--- config.mk ---
export PLATFORM = sky130hd
export DESIGN_NAME = imu_uart_frame_parser_core
export DESIGN_NICKNAME = d
export VERILOG_FILES = /design/src/hdl/imufp_pkg.sv /design/src/hdl/imu_uart_frame_parser_core.sv /design/src/hdl/imufp_frame_fsm.sv
export SDC_FILE = /design/constraint.sdc
export NUM_CORES = 1
export LEC_CHECK = 0
export BUFFER_PORTS_ARGS = -buffer_cell sky130_fd_sc_hd__buf_2
export CORE_ASPECT_RATIO = 0.6
export CORE_MARGIN = 2
export CORE_UTILIZATION = 51
export DETAILED_ROUTE_END_ITERATION = 10
export PLACE_DENSITY = 0.83
export RECOVER_POWER = 100
export REMOVE_ABC_BUFFERS = 1
export SLEW_MARGIN = 20
export SYNTH_ARGS = -nofsm -noshare
export SYNTH_HDL_FRONTEND = slang
export SYNTH_SLANG_ARGS = --single-unit
export TNS_END_PERCENT = 20
--- constraint.sdc ---
create_clock -name aclk -period 3.56 [get_ports aclk]
set_input_delay 0.356 -clock aclk [delete_from_list [all_inputs] [get_ports aclk]]
set_output_delay 0.356 -clock aclk [all_outputs]
set_load 0.01 [all_outputs]
--- src/hdl/imufp_pkg.sv ---
// Shared types and constants of the serial IMU frame parser.
// Used by imufp_frame_fsm, the top level and the checker.
package imufp_pkg;

    localparam logic [7:0] FRAME_HEADER   = 8'h55;
    localparam int         FRAME_LENGTH   = 11;
    localparam int         POS_W          = 4;
    localparam int         PAY_DEPTH      = 8;
    localparam int         PAY_IDX_W      = $clog2(PAY_DEPTH);

    localparam logic [POS_W-1:0] POS_TYPE       = POS_W'(1);
    localparam logic [POS_W-1:0] POS_FIRST_DATA = POS_W'(2);
    localparam logic [POS_W-1:0] POS_CHECKSUM   = POS_W'(FRAME_LENGTH - 1);

    // Configuration register indexes and reset values
    localparam int         CFG_IDX_W      = 2;
    localparam logic [CFG_IDX_W-1:0] CFG_ACCEL_CODE = 2'd0;
    localparam logic [CFG_IDX_W-1:0] CFG_GYRO_CODE  = 2'd1;
    localparam logic [CFG_IDX_W-1:0] CFG_ANGLE_CODE = 2'd2;
    localparam logic [7:0] ACCEL_CODE_RST = 8'h51;
    localparam logic [7:0] GYRO_CODE_RST  = 8'h52;
    localparam logic [7:0] ANGLE_CODE_RST = 8'h53;

    // Frame kinds as reported on the result channel
    localparam logic [1:0] KIND_ACCEL = 2'd0;
    localparam logic [1:0] KIND_GYRO  = 2'd1;
    localparam logic [1:0] KIND_ANGLE = 2'd2;

    typedef enum logic [1:0] {
        PH_HEADER = 2'd0,
        PH_TYPE   = 2'd1,
        PH_DATA   = 2'd2
    } phase_t;

    typedef struct packed {
        logic               hit;
        logic [1:0]         kind;
        logic signed [15:0] value_x;
        logic signed [15:0] value_y;
        logic signed [15:0] value_z;
        logic signed [15:0] temperature_raw;
    } frame_res_t;

endpackage

--- src/hdl/imu_uart_frame_parser_core.sv ---
// Top level of the serial IMU frame parser: handshakes, type codes, result register.
// Depends on imufp_pkg and imufp_frame_fsm.
//
// Usage:
//   s_ channel: one received byte per item (s_rx_byte), valid/ready.
//   m_ channel: one decoded frame per item: kind, three signed raw values and
//   temperature (zero unless the frame is an acceleration frame).
//   cfg_ port: write cfg_data to type code cfg_index while cfg_we is high;
//   index 0 accel, 1 gyro, 2 angle, index 3 is ignored. Write only when idle.
// Result: registered; the result of a frame appears on m_ in the cycle after
//   its checksum byte is accepted.
// Throughput: one byte per cycle, set by the per-byte update of the frame
//   tracker; the result register lets the next byte in while a result is
//   taken, and s_ready drops only while a result is held and m_ready is low.
// Reset: synchronous, active low; type codes return to 0x51/0x52/0x53, the
//   tracker goes back to hunting for the header, and no result is pending.
// Stall: while m_ready is low with a result held, s_ready is low and the
//   result holds unchanged; bad frames never reach the m_ channel.
module imu_uart_frame_parser_core (
    input  logic                             aclk,
    input  logic                             aresetn,
    // byte input
    input  logic                             s_valid,
    output logic                             s_ready,
    input  logic [7:0]                       s_rx_byte,
    // frame output
    output logic                             m_valid,
    input  logic                             m_ready,
    output logic [1:0]                       m_frame_kind,
    output logic signed [15:0]               m_value_x,
    output logic signed [15:0]               m_value_y,
    output logic signed [15:0]               m_value_z,
    output logic signed [15:0]               m_temperature_raw,
    // configuration
    input  logic                             cfg_we,
    input  logic [imufp_pkg::CFG_IDX_W-1:0]  cfg_index,
    input  logic [7:0]                       cfg_data
);
    import imufp_pkg::*;

    logic [7:0] accel_reg, gyro_reg, angle_reg;
    logic       m_valid_reg;
    logic       s_accept;
    frame_res_t res;
    frame_res_t out_reg;

    // Accept a byte whenever the result register is free or is being drained
    assign s_ready  = !m_valid_reg || m_ready;
    assign s_accept = s_valid && s_ready;

    // Type code registers
    always_ff @(posedge aclk) begin
        if (!aresetn) begin
            accel_reg <= ACCEL_CODE_RST;
            gyro_reg  <= GYRO_CODE_RST;
            angle_reg <= ANGLE_CODE_RST;
        end else if (cfg_we) begin
            case (cfg_index)
                CFG_ACCEL_CODE: accel_reg <= cfg_data;
                CFG_GYRO_CODE:  gyro_reg  <= cfg_data;
                CFG_ANGLE_CODE: angle_reg <= cfg_data;
                default:        ; // drop writes to unknown indexes
            endcase
        end
    end

    imufp_frame_fsm u_fsm (
        .aclk       (aclk),
        .aresetn    (aresetn),
        .step       (s_accept),
        .rx_byte    (s_rx_byte),
        .accel_code (accel_reg),
        .gyro_code  (gyro_reg),
        .angle_code (angle_reg),
        .res        (res)
    );

    // Result valid: set on a good frame, clear once the item is taken
    always_ff @(posedge aclk) begin
        if (!aresetn) begin
            m_valid_reg <= 1'b0;
        end else if (s_accept && res.hit) begin
            m_valid_reg <= 1'b1;
        end else if (m_ready) begin
            m_valid_reg <= 1'b0;
        end
    end

    // Result payload: load only on a good frame, otherwise hold
    always_ff @(posedge aclk) begin
        if (s_accept && res.hit) begin
            out_reg <= res;
        end
    end

    assign m_valid           = m_valid_reg;
    assign m_frame_kind      = out_reg.kind;
    assign m_value_x         = out_reg.value_x;
    assign m_value_y         = out_reg.value_y;
    assign m_value_z         = out_reg.value_z;
    assign m_temperature_raw = out_reg.temperature_raw;

endmodule

--- src/hdl/imufp_frame_fsm.sv ---
// Frame tracker: header hunt, byte position, running sum and payload capture.
// Depends on imufp_pkg; produces the decoded result for the current byte.
module imufp_frame_fsm (
    input  logic                  aclk,
    input  logic                  aresetn,
    input  logic                  step,
    input  logic [7:0]            rx_byte,
    input  logic [7:0]            accel_code,
    input  logic [7:0]            gyro_code,
    input  logic [7:0]            angle_code,
    output imufp_pkg::frame_res_t res
);
    import imufp_pkg::*;

    phase_t           phase_reg, phase_next;
    logic [POS_W-1:0] pos_reg, pos_next;
    logic [7:0]       sum_reg, sum_next;
    logic [7:0]       type_reg, type_next;
    logic [7:0]       pay_reg [PAY_DEPTH];
    logic             pay_we;
    logic [PAY_IDX_W-1:0] pay_idx;
    logic             at_checksum;
    logic             sum_ok;

    assign at_checksum = (phase_reg == PH_DATA) && (pos_reg == POS_CHECKSUM);
    assign sum_ok      = (sum_reg == rx_byte);
    assign pay_idx     = PAY_IDX_W'(pos_reg - POS_FIRST_DATA);

    // Next-state logic
    always_comb begin
        phase_next = phase_reg;
        pos_next   = pos_reg;
        sum_next   = sum_reg;
        type_next  = type_reg;
        pay_we     = 1'b0;
        if (step) begin
            case (phase_reg)
                PH_TYPE: begin
                    type_next  = rx_byte;
                    sum_next   = sum_reg + rx_byte;
                    pos_next   = POS_FIRST_DATA;
                    phase_next = PH_DATA;
                end
                PH_DATA: begin
                    if (pos_reg < POS_CHECKSUM) begin
                        pay_we   = 1'b1;
                        sum_next = sum_reg + rx_byte;
                        pos_next = pos_reg + POS_W'(1);
                    end else begin
                        pos_next   = '0;
                        phase_next = PH_HEADER;
                    end
                end
                default: begin
                    // Hunt for the header; the unused code behaves the same
                    if (rx_byte == FRAME_HEADER) begin
                        sum_next   = FRAME_HEADER;
                        pos_next   = POS_TYPE;
                        phase_next = PH_TYPE;
                    end
                end
            endcase
        end
    end

    // Output logic: decode on the checksum byte
    always_comb begin
        res = '0;
        res.value_x = {pay_reg[1], pay_reg[0]};
        res.value_y = {pay_reg[3], pay_reg[2]};
        res.value_z = {pay_reg[5], pay_reg[4]};
        if (type_reg == accel_code) begin
            res.kind            = KIND_ACCEL;
            res.hit             = at_checksum && sum_ok;
            res.temperature_raw = {pay_reg[7], pay_reg[6]};
        end else if (type_reg == gyro_code) begin
            res.kind = KIND_GYRO;
            res.hit  = at_checksum && sum_ok;
        end else if (type_reg == angle_code) begin
            res.kind = KIND_ANGLE;
            res.hit  = at_checksum && sum_ok;
        end
    end

    always_ff @(posedge aclk) begin
        if (!aresetn) begin
            phase_reg <= PH_HEADER;
            pos_reg   <= '0;
            sum_reg   <= '0;
            type_reg  <= '0;
        end else begin
            phase_reg <= phase_next;
            pos_reg   <= pos_next;
            sum_reg   <= sum_next;
            type_reg  <= type_next;
        end
    end

    always_ff @(posedge aclk) begin
        if (pay_we) begin
            pay_reg[pay_idx] <= rx_byte;
        end
    end

endmodule

==> results.py <==
metrics = {
    "floorplan": {
        "die_area_mm2": 0.0141,
        "core_region_area_mm2": 0.0128,
        "die_w_um": 152,
        "initial_core_util_pct": 52.2,
        "pin_count": 91,
        "die_height_um": 92.7,
        "rows": 32,
    },
    "worst_setup_path": {
        "path_cells": "xnor2_1 > nand4_1 > nor2_1 > clkbuf_1 > o31a_2 > clkbuf_1",
        "cp_num_buf_inv": 2,
        "crit_type": "reg -> reg",
        "crit_top_cell": "clkbuf_1",
        "crit_slowest_cell": "clkbuf_1",
        "cp-end-kind": "flop",
        "cp_slowest_stage_delay_ns": 0.71,
        "critPathMaxFanout": 19,
        "setup.worst_path.start_class": "flop",
        "worstPathArrival_ns": 2.85,
        "crit_family": "buffers and inverters",
        "required_ns": 3.61,
    },
    "timing": {
        "relSlewSlack_pct": -23.6,
        "min_period_ns": 2.80,
        "whs_ns": 0.176,
        "rsz0062_at_grt": "false",
        "post-route-period-util_pct": 78.6,
        "finalSetupTns_ns": 0,
        "final-hold-violation-count": 0,
        "maxSlewViolCount": 60,
        "skew_ns": 0.00985,
        "worst_slack_ns": 0.762,
        "max_slew.worst_pin.slew_ns": 1.85,
        "setup_viol": 0,
        "fmax_ghz": 0.357,
    },
    "route": {
        "vias": 3915,
        "firstDrtPassIters": 5,
        "ant_nets": 0,
        "routedWlPerCell_um": 18.0,
        "post-route-drc-count": 0,
        "via_per_inst": 5.36,
        "drtIter0Drc": 265,
        "drt-total-wl_mm": 13.1,
    },
    "cts": {
        "clock-root-buffer": "clkbuf_16",
        "cts_setup_buffers": 0,
        "numCtsBuffers": 17,
        "ctsHoldBuffers": 0,
        "cts_tree": "yes",
        "cts_resized": 0,
        "insertion_delay_ns": 0.43,
        "ctsLongestPathBuffers": 2,
        "clk_pin_slew_ns": 0.07,
        "cts_sinks": 177,
        "ctsHtreeMaxLevel": 4,
    },
    "global_routing": {
        "overflow": 0,
        "grt_pass1_vias": 3909,
        "grt_pass1_wl_mm": 20.9,
        "antenna_found_initial": 0,
        "grt_start_max_net_pins": 51,
        "grt_usage_pct": 19.7,
    },
    "place": {
        "gp_congestion": 0.895,
        "post_dp_cell_area_mm2": 0.00737,
        "hpwl_mm": 8.88,
        "place_inst": 699,
        "pre_cts_ws_ns": 0.862,
        "place.port_buffers": 90,
    },
    "finish": {
        "area_growth_pct": 16.8,
        "layout_commonest_cell": "edfxtp_1",
        "final_cell_area_mm2": 0.00782,
        "final_cell_mix": "edfxtp_1 (130), clkbuf_1 (83), dfxtp_1 (47)",
        "drive_above_1_share_pct": 9.63,
        "insertedDiodeCount": 0,
        "fin_nets": 583,
        "largest_reg_flops": 64,
        "finalNonFillerCells": 731,
    },
    "outcome": {
        "violations": "capacitance limit, slew limit",
        "status": "finished, violations left",
    },
    "power_and_ir_drop": {
        "p_leak_nw": 2.64,
        "power.density_mw_per_mm2": 531,
        "peakVddDrop_mv": 0.338,
    },
    "yosys": {
        "async_flop_share_pct": 0,
        "syn_area_mm2": 0.00669,
        "ys_seq_elements": 177,
        "syn_avg_cell_area_um2": 15.1,
        "yosysSeqAreaShare_pct": 72.4,
        "yosys_warnings": 0,
        "syn_inst": 443,
        "synth_edf_count": 130,
        "ys_types": 54,
        "synth_ff_type": "edfxtp_1",
    },
    "job": {
        "cap_viol_max_count": 2,
    },
    "worst_hold_path": {
        "min_path_type": "in -> reg",
    },
}
final cells by class:
class / count / area, um2
multi-input combinational: 244 / 1740
sequential: 177 / 4840
inverter: 10 / 37.5
clock inverter: 15 / 168
tap: 170 / 213
timing repair buffer: 98 / 392
fill: 985 / 4990
clock buffer: 17 / 425
final timing paths:
kind                                     startpoint            to  slack (ns)  depth (start not counted)
worst max-delay path              u_fsm.type_reg[2]  m_value_z[4]        0.76                          6
worst min-delay path                    cfg_data[6]   gyro_reg[6]        0.18                          3
worst max register to register    u_fsm.type_reg[2]  m_value_z[4]        0.76                          6
worst min register to register  u_fsm.pay_reg[2][2]  m_value_y[2]        0.42                          0
worst register-to-register path, cell delays in order (launching register included):
cell and delay (ns):
dfxtp_1 0.44, xnor2_1 0.16, nand4_1 0.17, nor2_1 0.11, clkbuf_1 0.57, o31a_2 0.24
clkbuf_1 0.71
kinds of logic after synthesis:
family / synth area share (%)
compound gates: 4.88
fa+ha+maj: 2.36
buf+inv: 1.40
xor+xnor: 3.80
mux: 3.89
flops: 72.4
simple gates: 11.3
power by group:
part | total, mW | internal, mW | switching [mW]
Sequential | 2.21 | 2.21 | 0.00780
Clock | 1.83 | 1.00 | 0.829
Combinational | 0.110 | 0.0408 | 0.0688
Total | 4.15 | 3.25 | 0.906
routing by layer:
| metal | up-vias | GRT usage (%) | wire length (um) |
|---|---|---|---|
| li1 | 1834 | - | - |
| met1 | 1924 | 27.1 | 6080 |
| met2 | 143 | 30.3 | 6010 |
| met3 | 14 | 5.94 | 922 |
| met4 | 0 | 6.70 | 139 |
| met5 | - | 0 | 0 |
synth_stat cells, types with 2 or more instances:
library cell / count / area share [%]
edfxtp_1: 130 / 58
dfxtp_1: 47 / 14
nand2_1: 31 / 1.7
mux2i_1: 26 / 3.9
xnor2_1: 26 / 3.4
nor2b_1: 21 / 2.0
nor2_1: 18 / 1.0
and2_1: 17 / 1.6
ha_1: 11 / 2.1
inv_1: 10 / 0.56
a21boi_0: 9 / 1.0
clkbuf_1: 8 / 0.45
nand3_1: 7 / 0.52
nand4_1: 7 / 0.65
nor3_1: 6 / 0.45
a21oi_1: 5 / 0.37
nor3b_1: 5 / 0.56
o21ai_0: 4 / 0.30
and3b_1: 3 / 0.39
buf_2: 3 / 0.22
o211a_1: 3 / 0.45
xor2_1: 3 / 0.39
a211oi_1: 2 / 0.22
a21o_1: 2 / 0.22
a31oi_1: 2 / 0.19
nand2b_1: 2 / 0.19
nand4b_1: 2 / 0.26
o211ai_1: 2 / 0.22
o21a_1: 2 / 0.22
o21ai_1: 2 / 0.15
o21bai_1: 2 / 0.22
o31ai_1: 2 / 0.22
or3_1: 2 / 0.19
metrics by stage:
step / power (mW) / utilization [%]
finish: 4.15 / 61.0
global route: 4.27 / 61.0
CTS: 4.17 / 62.1
detailed placement: 2.37 / 57.5
global placement: 2.36 / 57.5
floorplan: 2.31 / -
(Power assumes the default switching activity.)
